==> config.mk <==
export PLATFORM = sky130hd
export DESIGN_NAME = rv32x_rf
export DESIGN_NICKNAME = d
export VERILOG_FILES = /design/src/hdl/rv32x_pkg.sv /design/src/hdl/rv32x_rf.sv
export SDC_FILE = /design/constraint.sdc
export NUM_CORES = 1
export LEC_CHECK = 0
export BUFFER_PORTS_ARGS = -buffer_cell sky130_fd_sc_hd__buf_2
export CAP_MARGIN = 20
export CORE_AREA = 2 2 363 365
export DETAILED_ROUTE_END_ITERATION = 12
export DIE_AREA = 0 0 365 367
export SKIP_CTS_REPAIR_TIMING = 1
export SYNTH_ARGS = -nofsm -noshare
export SYNTH_HDL_FRONTEND = slang
export SYNTH_SLANG_ARGS = --single-unit
export TNS_END_PERCENT = 100
==> constraint.sdc <==
create_clock -name clk -period 4.1 [get_ports clk]
set_input_delay 1.23 -clock clk [delete_from_list [all_inputs] [get_ports clk]]
set_output_delay 1.23 -clock clk [all_outputs]
set_load 0.02 [all_outputs]
==> src/hdl/rv32x_pkg.sv <==
// ----------------------------------------------------------------------------
// rv32x_pkg: shared types, encodings and decode for the RV32I subset unit
// Opcodes, function codes, result beat layout and the execute function that
// turns one instruction and its operands into a result record.
// ----------------------------------------------------------------------------
package rv32x_pkg;

  localparam int DMEM_WORDS_DEF = 1024;

  localparam logic [6:0] OPC_OP     = 7'h33;
  localparam logic [6:0] OPC_OPIMM  = 7'h13;
  localparam logic [6:0] OPC_LOAD   = 7'h03;
  localparam logic [6:0] OPC_STORE  = 7'h23;
  localparam logic [6:0] OPC_BRANCH = 7'h63;
  localparam logic [6:0] OPC_JAL    = 7'h6F;
  localparam logic [6:0] OPC_JALR   = 7'h67;

  localparam logic [31:0] WORD_EBREAK = 32'h0010_0073;

  localparam logic [2:0] F3_ADD  = 3'd0;
  localparam logic [2:0] F3_SLL  = 3'd1;
  localparam logic [2:0] F3_WORD = 3'd2;
  localparam logic [2:0] F3_XOR  = 3'd4;
  localparam logic [2:0] F3_SR   = 3'd5;
  localparam logic [2:0] F3_OR   = 3'd6;
  localparam logic [2:0] F3_AND  = 3'd7;
  localparam logic [2:0] F3_BEQ  = 3'd0;
  localparam logic [2:0] F3_BNE  = 3'd1;
  localparam logic [2:0] F3_JALR = 3'd0;

  localparam logic [6:0] F7_BASE = 7'h00;
  localparam logic [6:0] F7_ALT  = 7'h20;

  // result beat layout, lowest bit first
  localparam int OUT_KNOWN  = 0;
  localparam int OUT_HALTED = 1;
  localparam int OUT_NPC    = 2;
  localparam int OUT_RD     = 34;
  localparam int OUT_WVAL   = 39;
  localparam int OUT_ST     = 71;
  localparam int OUT_SADDR  = 72;
  localparam int OUT_SDATA  = 104;
  localparam int OUT_W      = 136;

  typedef struct packed {
    logic        en;
    logic [4:0]  idx;
    logic [31:0] data;
  } rf_wr_t;

  typedef struct packed {
    logic        known;
    logic        halted;
    logic [31:0] npc;
    logic        wr_en;
    logic [4:0]  rd;
    logic [31:0] wval;
    logic        is_load;
    logic        st;
    logic [31:0] saddr;
    logic [31:0] sdata;
  } res_t;

  typedef struct packed {
    res_t        res;
    logic [31:0] ea;
  } ex_t;

  function automatic ex_t execute(input logic [31:0] w, input logic [31:0] a,
                                  input logic [31:0] b, input logic [31:0] pc,
                                  input logic halt);
    ex_t         ex;
    logic [6:0]  opc;
    logic [2:0]  f3;
    logic [6:0]  f7;
    logic [31:0] imm_i;
    logic [31:0] imm_s;
    logic [31:0] imm_b;
    logic [31:0] imm_j;
    logic [31:0] snpc;
    logic        wr;
    logic [31:0] wval;
    opc   = w[6:0];
    f3    = w[14:12];
    f7    = w[31:25];
    imm_i = {{20{w[31]}}, w[31:20]};
    imm_s = {{20{w[31]}}, w[31:25], w[11:7]};
    imm_b = {{19{w[31]}}, w[31], w[7], w[30:25], w[11:8], 1'b0};
    imm_j = {{11{w[31]}}, w[31], w[19:12], w[20], w[30:21], 1'b0};
    snpc  = pc + 32'd4;
    wr    = 1'b0;
    wval  = '0;
    ex    = '0;
    ex.res.halted = halt;
    ex.res.npc    = pc;
    if (!halt) begin
      ex.res.known = 1'b1;
      ex.res.npc   = snpc;
      if (opc == OPC_OP && f7 == F7_BASE && f3 == F3_ADD) begin
        wr = 1'b1; wval = a + b;
      end else if (opc == OPC_OP && f7 == F7_ALT && f3 == F3_ADD) begin
        wr = 1'b1; wval = a - b;
      end else if (opc == OPC_OP && f7 == F7_BASE && f3 == F3_AND) begin
        wr = 1'b1; wval = a & b;
      end else if (opc == OPC_OP && f7 == F7_BASE && f3 == F3_OR) begin
        wr = 1'b1; wval = a | b;
      end else if (opc == OPC_OP && f7 == F7_BASE && f3 == F3_XOR) begin
        wr = 1'b1; wval = a ^ b;
      end else if (opc == OPC_OP && f7 == F7_BASE && f3 == F3_SLL) begin
        wr = 1'b1; wval = a << b[4:0];
      end else if (opc == OPC_OP && f7 == F7_BASE && f3 == F3_SR) begin
        wr = 1'b1; wval = a >> b[4:0];
      end else if (opc == OPC_OP && f7 == F7_ALT && f3 == F3_SR) begin
        wr = 1'b1; wval = $unsigned($signed(a) >>> b[4:0]);
      end else if (opc == OPC_OPIMM && f3 == F3_OR) begin
        wr = 1'b1; wval = a | imm_i;
      end else if (opc == OPC_OPIMM && f3 == F3_ADD) begin
        wr = 1'b1; wval = a + imm_i;
      end else if (opc == OPC_LOAD && f3 == F3_WORD) begin
        wr = 1'b1; ex.res.is_load = 1'b1; ex.ea = a + imm_i;
      end else if (opc == OPC_JALR && f3 == F3_JALR) begin
        ex.res.npc = (imm_i + a) & ~32'd1;
        wr = 1'b1; wval = snpc;
      end else if (w == WORD_EBREAK) begin
        ex.res.halted = 1'b1;
      end else if (opc == OPC_STORE && f3 == F3_WORD) begin
        ex.res.st    = 1'b1;
        ex.res.saddr = a + imm_s;
        ex.res.sdata = b;
        ex.ea        = a + imm_s;
      end else if (opc == OPC_BRANCH && f3 == F3_BEQ) begin
        ex.res.npc = (a == b) ? pc + imm_b : snpc;
      end else if (opc == OPC_BRANCH && f3 == F3_BNE) begin
        ex.res.npc = (a != b) ? pc + imm_b : snpc;
      end else if (opc == OPC_JAL) begin
        ex.res.npc = pc + imm_j;
        wr = 1'b1; wval = snpc;
      end else begin
        ex.res.known = 1'b0;
        ex.res.npc   = pc;
      end
      if (wr && w[11:7] != 5'd0) begin
        ex.res.wr_en = 1'b1;
        ex.res.rd    = w[11:7];
        ex.res.wval  = wval;
      end else begin
        ex.res.is_load = 1'b0;
      end
    end
    return ex;
  endfunction

endpackage

==> src/hdl/rv32x_rf.sv <==
// ----------------------------------------------------------------------------
// rv32x_rf: 32 x 32 register file
// Synchronous memory with two registered read ports, one write port and a
// valid bit per entry so that unwritten registers, and x0, read as zero.
// ----------------------------------------------------------------------------
module rv32x_rf (
  input  logic                 clk,
  input  logic                 rst,
  input  logic [4:0]           rd_idx_a,
  input  logic [4:0]           rd_idx_b,
  output logic [31:0]          rd_data_a,
  output logic [31:0]          rd_data_b,
  input  rv32x_pkg::rf_wr_t    wr
);

  logic [31:0] mem [32];
  logic [31:0] valid;
  logic [31:0] a_data;
  logic [31:0] b_data;
  logic        a_valid;
  logic        b_valid;

  always_ff @(posedge clk) begin
    if (wr.en) begin
      mem[wr.idx] <= wr.data;
    end
    a_data  <= mem[rd_idx_a];
    b_data  <= mem[rd_idx_b];
    a_valid <= valid[rd_idx_a];
    b_valid <= valid[rd_idx_b];
  end

  always_ff @(posedge clk) begin
    if (rst) begin
      valid <= '0;
    end else if (wr.en) begin
      valid[wr.idx] <= 1'b1;
    end
  end

  assign rd_data_a = a_valid ? a_data : '0;
  assign rd_data_b = b_valid ? b_data : '0;

endmodule

## Yosys cells after proc, flatten, opt, wreduce, memory -nomap -nowiden

Memory sizes are Yosys's and may differ from the RTL's. A register that Yosys moved wholly into a read port is not among the register bits.
Cells that the tools add are included.

- $lt $le $gt $ge: 4
- Multiplexer cells: 10
- Bitwise gates (word level): 1
- Reduce and logical (&&, ||, !) cells: 1

Operator list:

| operator | count |
|---|---|
| 2-to-1 mux 32 bit | 2 |
| OR 32 bit | 1 |
| less-than comparator 5 x 6 -> 1 bit, second input constant | 3 |
| binary-select mux 1 bit (select 5 bit) | 2 |
| demux 1 bit (select 5 bit) | 1 |
| >= comparator 5 x 1 -> 1 bit, second input constant | 1 |
| 2-to-1 mux 1 bit | 5 |
| logical AND 1 bit | 1 |

- Register bits after elaboration: 34
- Bits in writable memories: 1024
- Input port bits: 50
- Word-level logic and storage cells: 20
- Memories kept: 1

Memory list:

| name | depth | width | read ports | clocked after memory_dff | wr ports | RTL line | RTL |
|---|---|---|---|---|---|---|---|
| mem | 32 | 32 | 2 | 2 | 1 | rv32x_rf.sv:16 | `logic [31:0] mem [32];` |

## Longest topological paths before layout

- Word-level depth: 5
- Depth in mapped cells: 8
- Gate-level depth less buffers: 5

## Worst setup path before layout

No wires, ideal clock.

- Kind: input -> register
- Start: in wr[32] in the netlist's numbering
- End: mem mem[12][0], enable pin
- Data arrival time: 3.273 ns
- Slack: 0.404 ns
- Stages on the path: 3
- Buffers on the path: 1
- Cells stage by stage: or3b_2 clkbuf_1 nor2_1

RTL lines:

| element | RTL line | RTL |
|---|---|---|
| start: declaration | rv32x_rf.sv:13 | `input rv32x_pkg::rf_wr_t wr` |
| end: declaration | rv32x_rf.sv:16 |  |

No word-level cell before the write port.

## Final worst setup path

- Start: reg a_valid
- End: out rd_data_a[5]

- Longest elaborated chain between the ends: 1

Ends and longest elaborated chain:

| element | RTL line | RTL |
|---|---|---|
| start: declaration | rv32x_rf.sv:20 | `logic a_valid;` |
| start signal: assignment | rv32x_rf.sv:29 | `a_valid <= valid[rd_idx_a];` |
| 2-to-1 mux 32 bit | rv32x_rf.sv:41 | `assign rd_data_a = a_valid ? a_data : '0;` |
| end: declaration | rv32x_rf.sv:11 | `output logic [31:0] rd_data_a,` |

Every way passes these cells.

==> results.txt <==
initial antenna violation count - 14
worst IR drop on VDD - 339.3 uV
NumNets Final - 3800
CTS tree - yes
Synth top area share - 59.45%
leakage - 21.81 nW
placed cell count - 5388
CTS Buffer Depth - 3
layer with the highest usage - met2
Antenna Nets Post-Route - 0
Seq. cell area - 0.03271 mm^2
Max Cap Violations - 0
Tightest Pin Transition - 0.8638 ns
cells after synthesis - 3633
Core ar. - 0.1305 mm^2
TNS Setup - 0 ns
CTS sink cnt - 1122
commonest non-fill, non-tap cell in the layout - mux2i_1
Root Buffer - clkbuf_16
initial core utilization - 39.65%
CP Capture Type - primary output
Slew HR - 42.41%
post-synth top area cell - edfxtp_1
H-tree levels - 3
mapped cell area - 0.05173 mm^2
DP Wirelength - 98170 um
GR Layer Usage met3 - 5.744%
vias post-DR - 33554
crit path DAT - 2.27 ns
residual DRC count - 0
Pint - 0.01924 W
Setup CP Type - flop to primary output
clk slew on worst S/H paths - 0.06 ns
status - completed
Initial DRC Count - 3697
CP Launch Type - flop
combinational fraction of design power - 8.8%
first-pass GRT wire length - 238600 um
final hold vios - 0
fin crit share - 85.26%
GRT Resource Usage Total - 24.79%
gpl congestion - 0.8309
Hold Crit Class - flop to flop
vias per std cell - 5.982
Power Density - 431.2 mW/mm^2
post-synthesis sequential area ratio - 63.24%
die height - 367 um
fraction of final layout cells sized beyond drive strength 1 - 13.12%
final clock skew - 0.01736 ns
footprint of the multi-input gates - 0.01777 mm^2
post-synth cell types - 27
grt met1 use - 34.66%
switching pwr - 0.006133 W
Routed WL - 168300 um
vias in the first global route - 33273
Syn Nets - 3683
Layout fillers - 11676
drt wl/cell - 30.00 um
maximum number of pins on one net before global-route repair - 93
ranking of synthesized cells by area - edfxtp_1, mux2i_1, a22oi_1
commonest non-fill, non-tap cells in the layout - mux2i_1, edfxtp_1, a22oi_1
Final Critical Period - 3.496 ns
clock insertion delay at the later pin of the skew report - 0.72 ns
I/O Buffers - 113
sequential fraction of design power - 50.7%
setup violators final - 0
Final Non-Filler Cells - 5609
die area - 0.1340 mm^2
die width - 365 um
Avg Inst Size Synth - 14.24 um^2
I/O pin total - 114
sw frac - 24.17%
Yosys reg bits - 1122
M2 GR Usage - 38.12%
area growth from synthesis to layout - 13.78%
Final Max Slew Viols - 0
iteration count of the initial detailed-routing pass - 6
Crit Path Max Fanout - 17
Rows - 133
Ys Warns - 0
FMAX - 0.2861 GHz
RSZ-0062 raised after global routing - no
power share of the clock group - 40.4%
CP Data Required Time - 2.87 ns
Overflow after GRT - 0
TritonCTS buffer count - 115
==> Yosys cell counts <==
cell and count:
nor3_1 33, or2_2 1, a22oi_1 330, a22o_1 66
nand4_1 33, edfxtp_1 1024, nor2_1 99, or3_1 1
nand2b_1 3, dfxtp_1 98, buf_6 27, nand3_1 233
a31oi_1 33, or3b_2 3, buf_8 1, and2_1 67
nor2_2 1, clkbuf_4 2, nand3b_1 5, buf_1 18
buf_4 51, buf_2 88, nor2b_1 5, mux2i_1 1056
clkbuf_1 89, a21oi_1 132, nand2_1 134
==> cell families after synthesis <==
kind of cell | Yosys count | share of synthesized area, %
DFF | 1122 | 63.24
buffers and inverters | 276 | 3.014
AOI/OAI and AO/OA | 561 | 7.583
and+or+nand+nor | 618 | 5.730
muxes | 1056 | 20.43
==> layout make-up <==
cell class	instances	area share, %
Antenna cell	4	0.01701
Clock buffer	159	5.519
Clock inverter	58	0.6909
Multi-Input combinational cell	2235	30.19
Sequential cell	1122	55.58
Tap cell	1755	3.731
Timing Repair Buffer	276	4.265
==> state kept, by name, summed over array words and instances (netlist names) <==
register / flops
a_data: 32
a_valid: 1
b_data: 32
b_valid: 1
mem: 1024
valid: 32
==> power groups by stage <==
stage | clock [W] | sequential (W) | combinational (W)
2_1_floorplan | 0 | 0.0130 | 0.00136
3_3_place_gp | 0 | 0.0131 | 0.00221
3_5_place_dp | 0 | 0.0131 | 0.00222
4_1_cts | 0.0104 | 0.0129 | 0.00222
5_1_grt | 0.0108 | 0.0129 | 0.00237
6_report | 0.0103 | 0.0129 | 0.00224
==> worst max-delay path, cell delays in order, from the launching register on <==
cell	delay [ns]
dfxtp_2	0.76
buf_4	0.35
and2_1	0.22
buf_2	0.19
==> worst paths after layout <==
path,to,startpoint,cells after the start,slack (ns)
worst min register to register,valid[7],valid[7],2,0.50
worst min-delay path,valid[7],valid[7],2,0.50
worst max register to register,b_data[18],mem[10][18],4,2.64
worst max-delay path,rd_data_a[5],a_valid,3,0.60
==> metrics by stage <==
stage | hold slack, ns | instance area [um^2] | total power [W] | worst slack, ns | utilization [%]
floorplan | 0.4615 | 51730 | 0.01435 | 0.4041 | -
global placement | 0.4726 | 55190 | 0.01533 | 0.9134 | 42.30
detailed placement | 0.4848 | 55190 | 0.01533 | 0.8916 | 42.30
CTS | 0.4988 | 58850 | 0.02548 | 0.5227 | 45.10
global route | 0.5241 | 58850 | 0.02608 | 0.5006 | 45.11
finish | 0.4976 | 58860 | 0.02538 | 0.6042 | 45.11
==> per-layer routing <==
| metal | wire [um] | vias to the layer above |
|---|---|---|
| li1 | - | 14511 |
| met4 | 5744 | 8 |
| met5 | 56 | - |
| met1 | 71490 | 17151 |
| met2 | 75980 | 1566 |
| met3 | 15020 | 318 |
(Power assumes the default switching activity.)
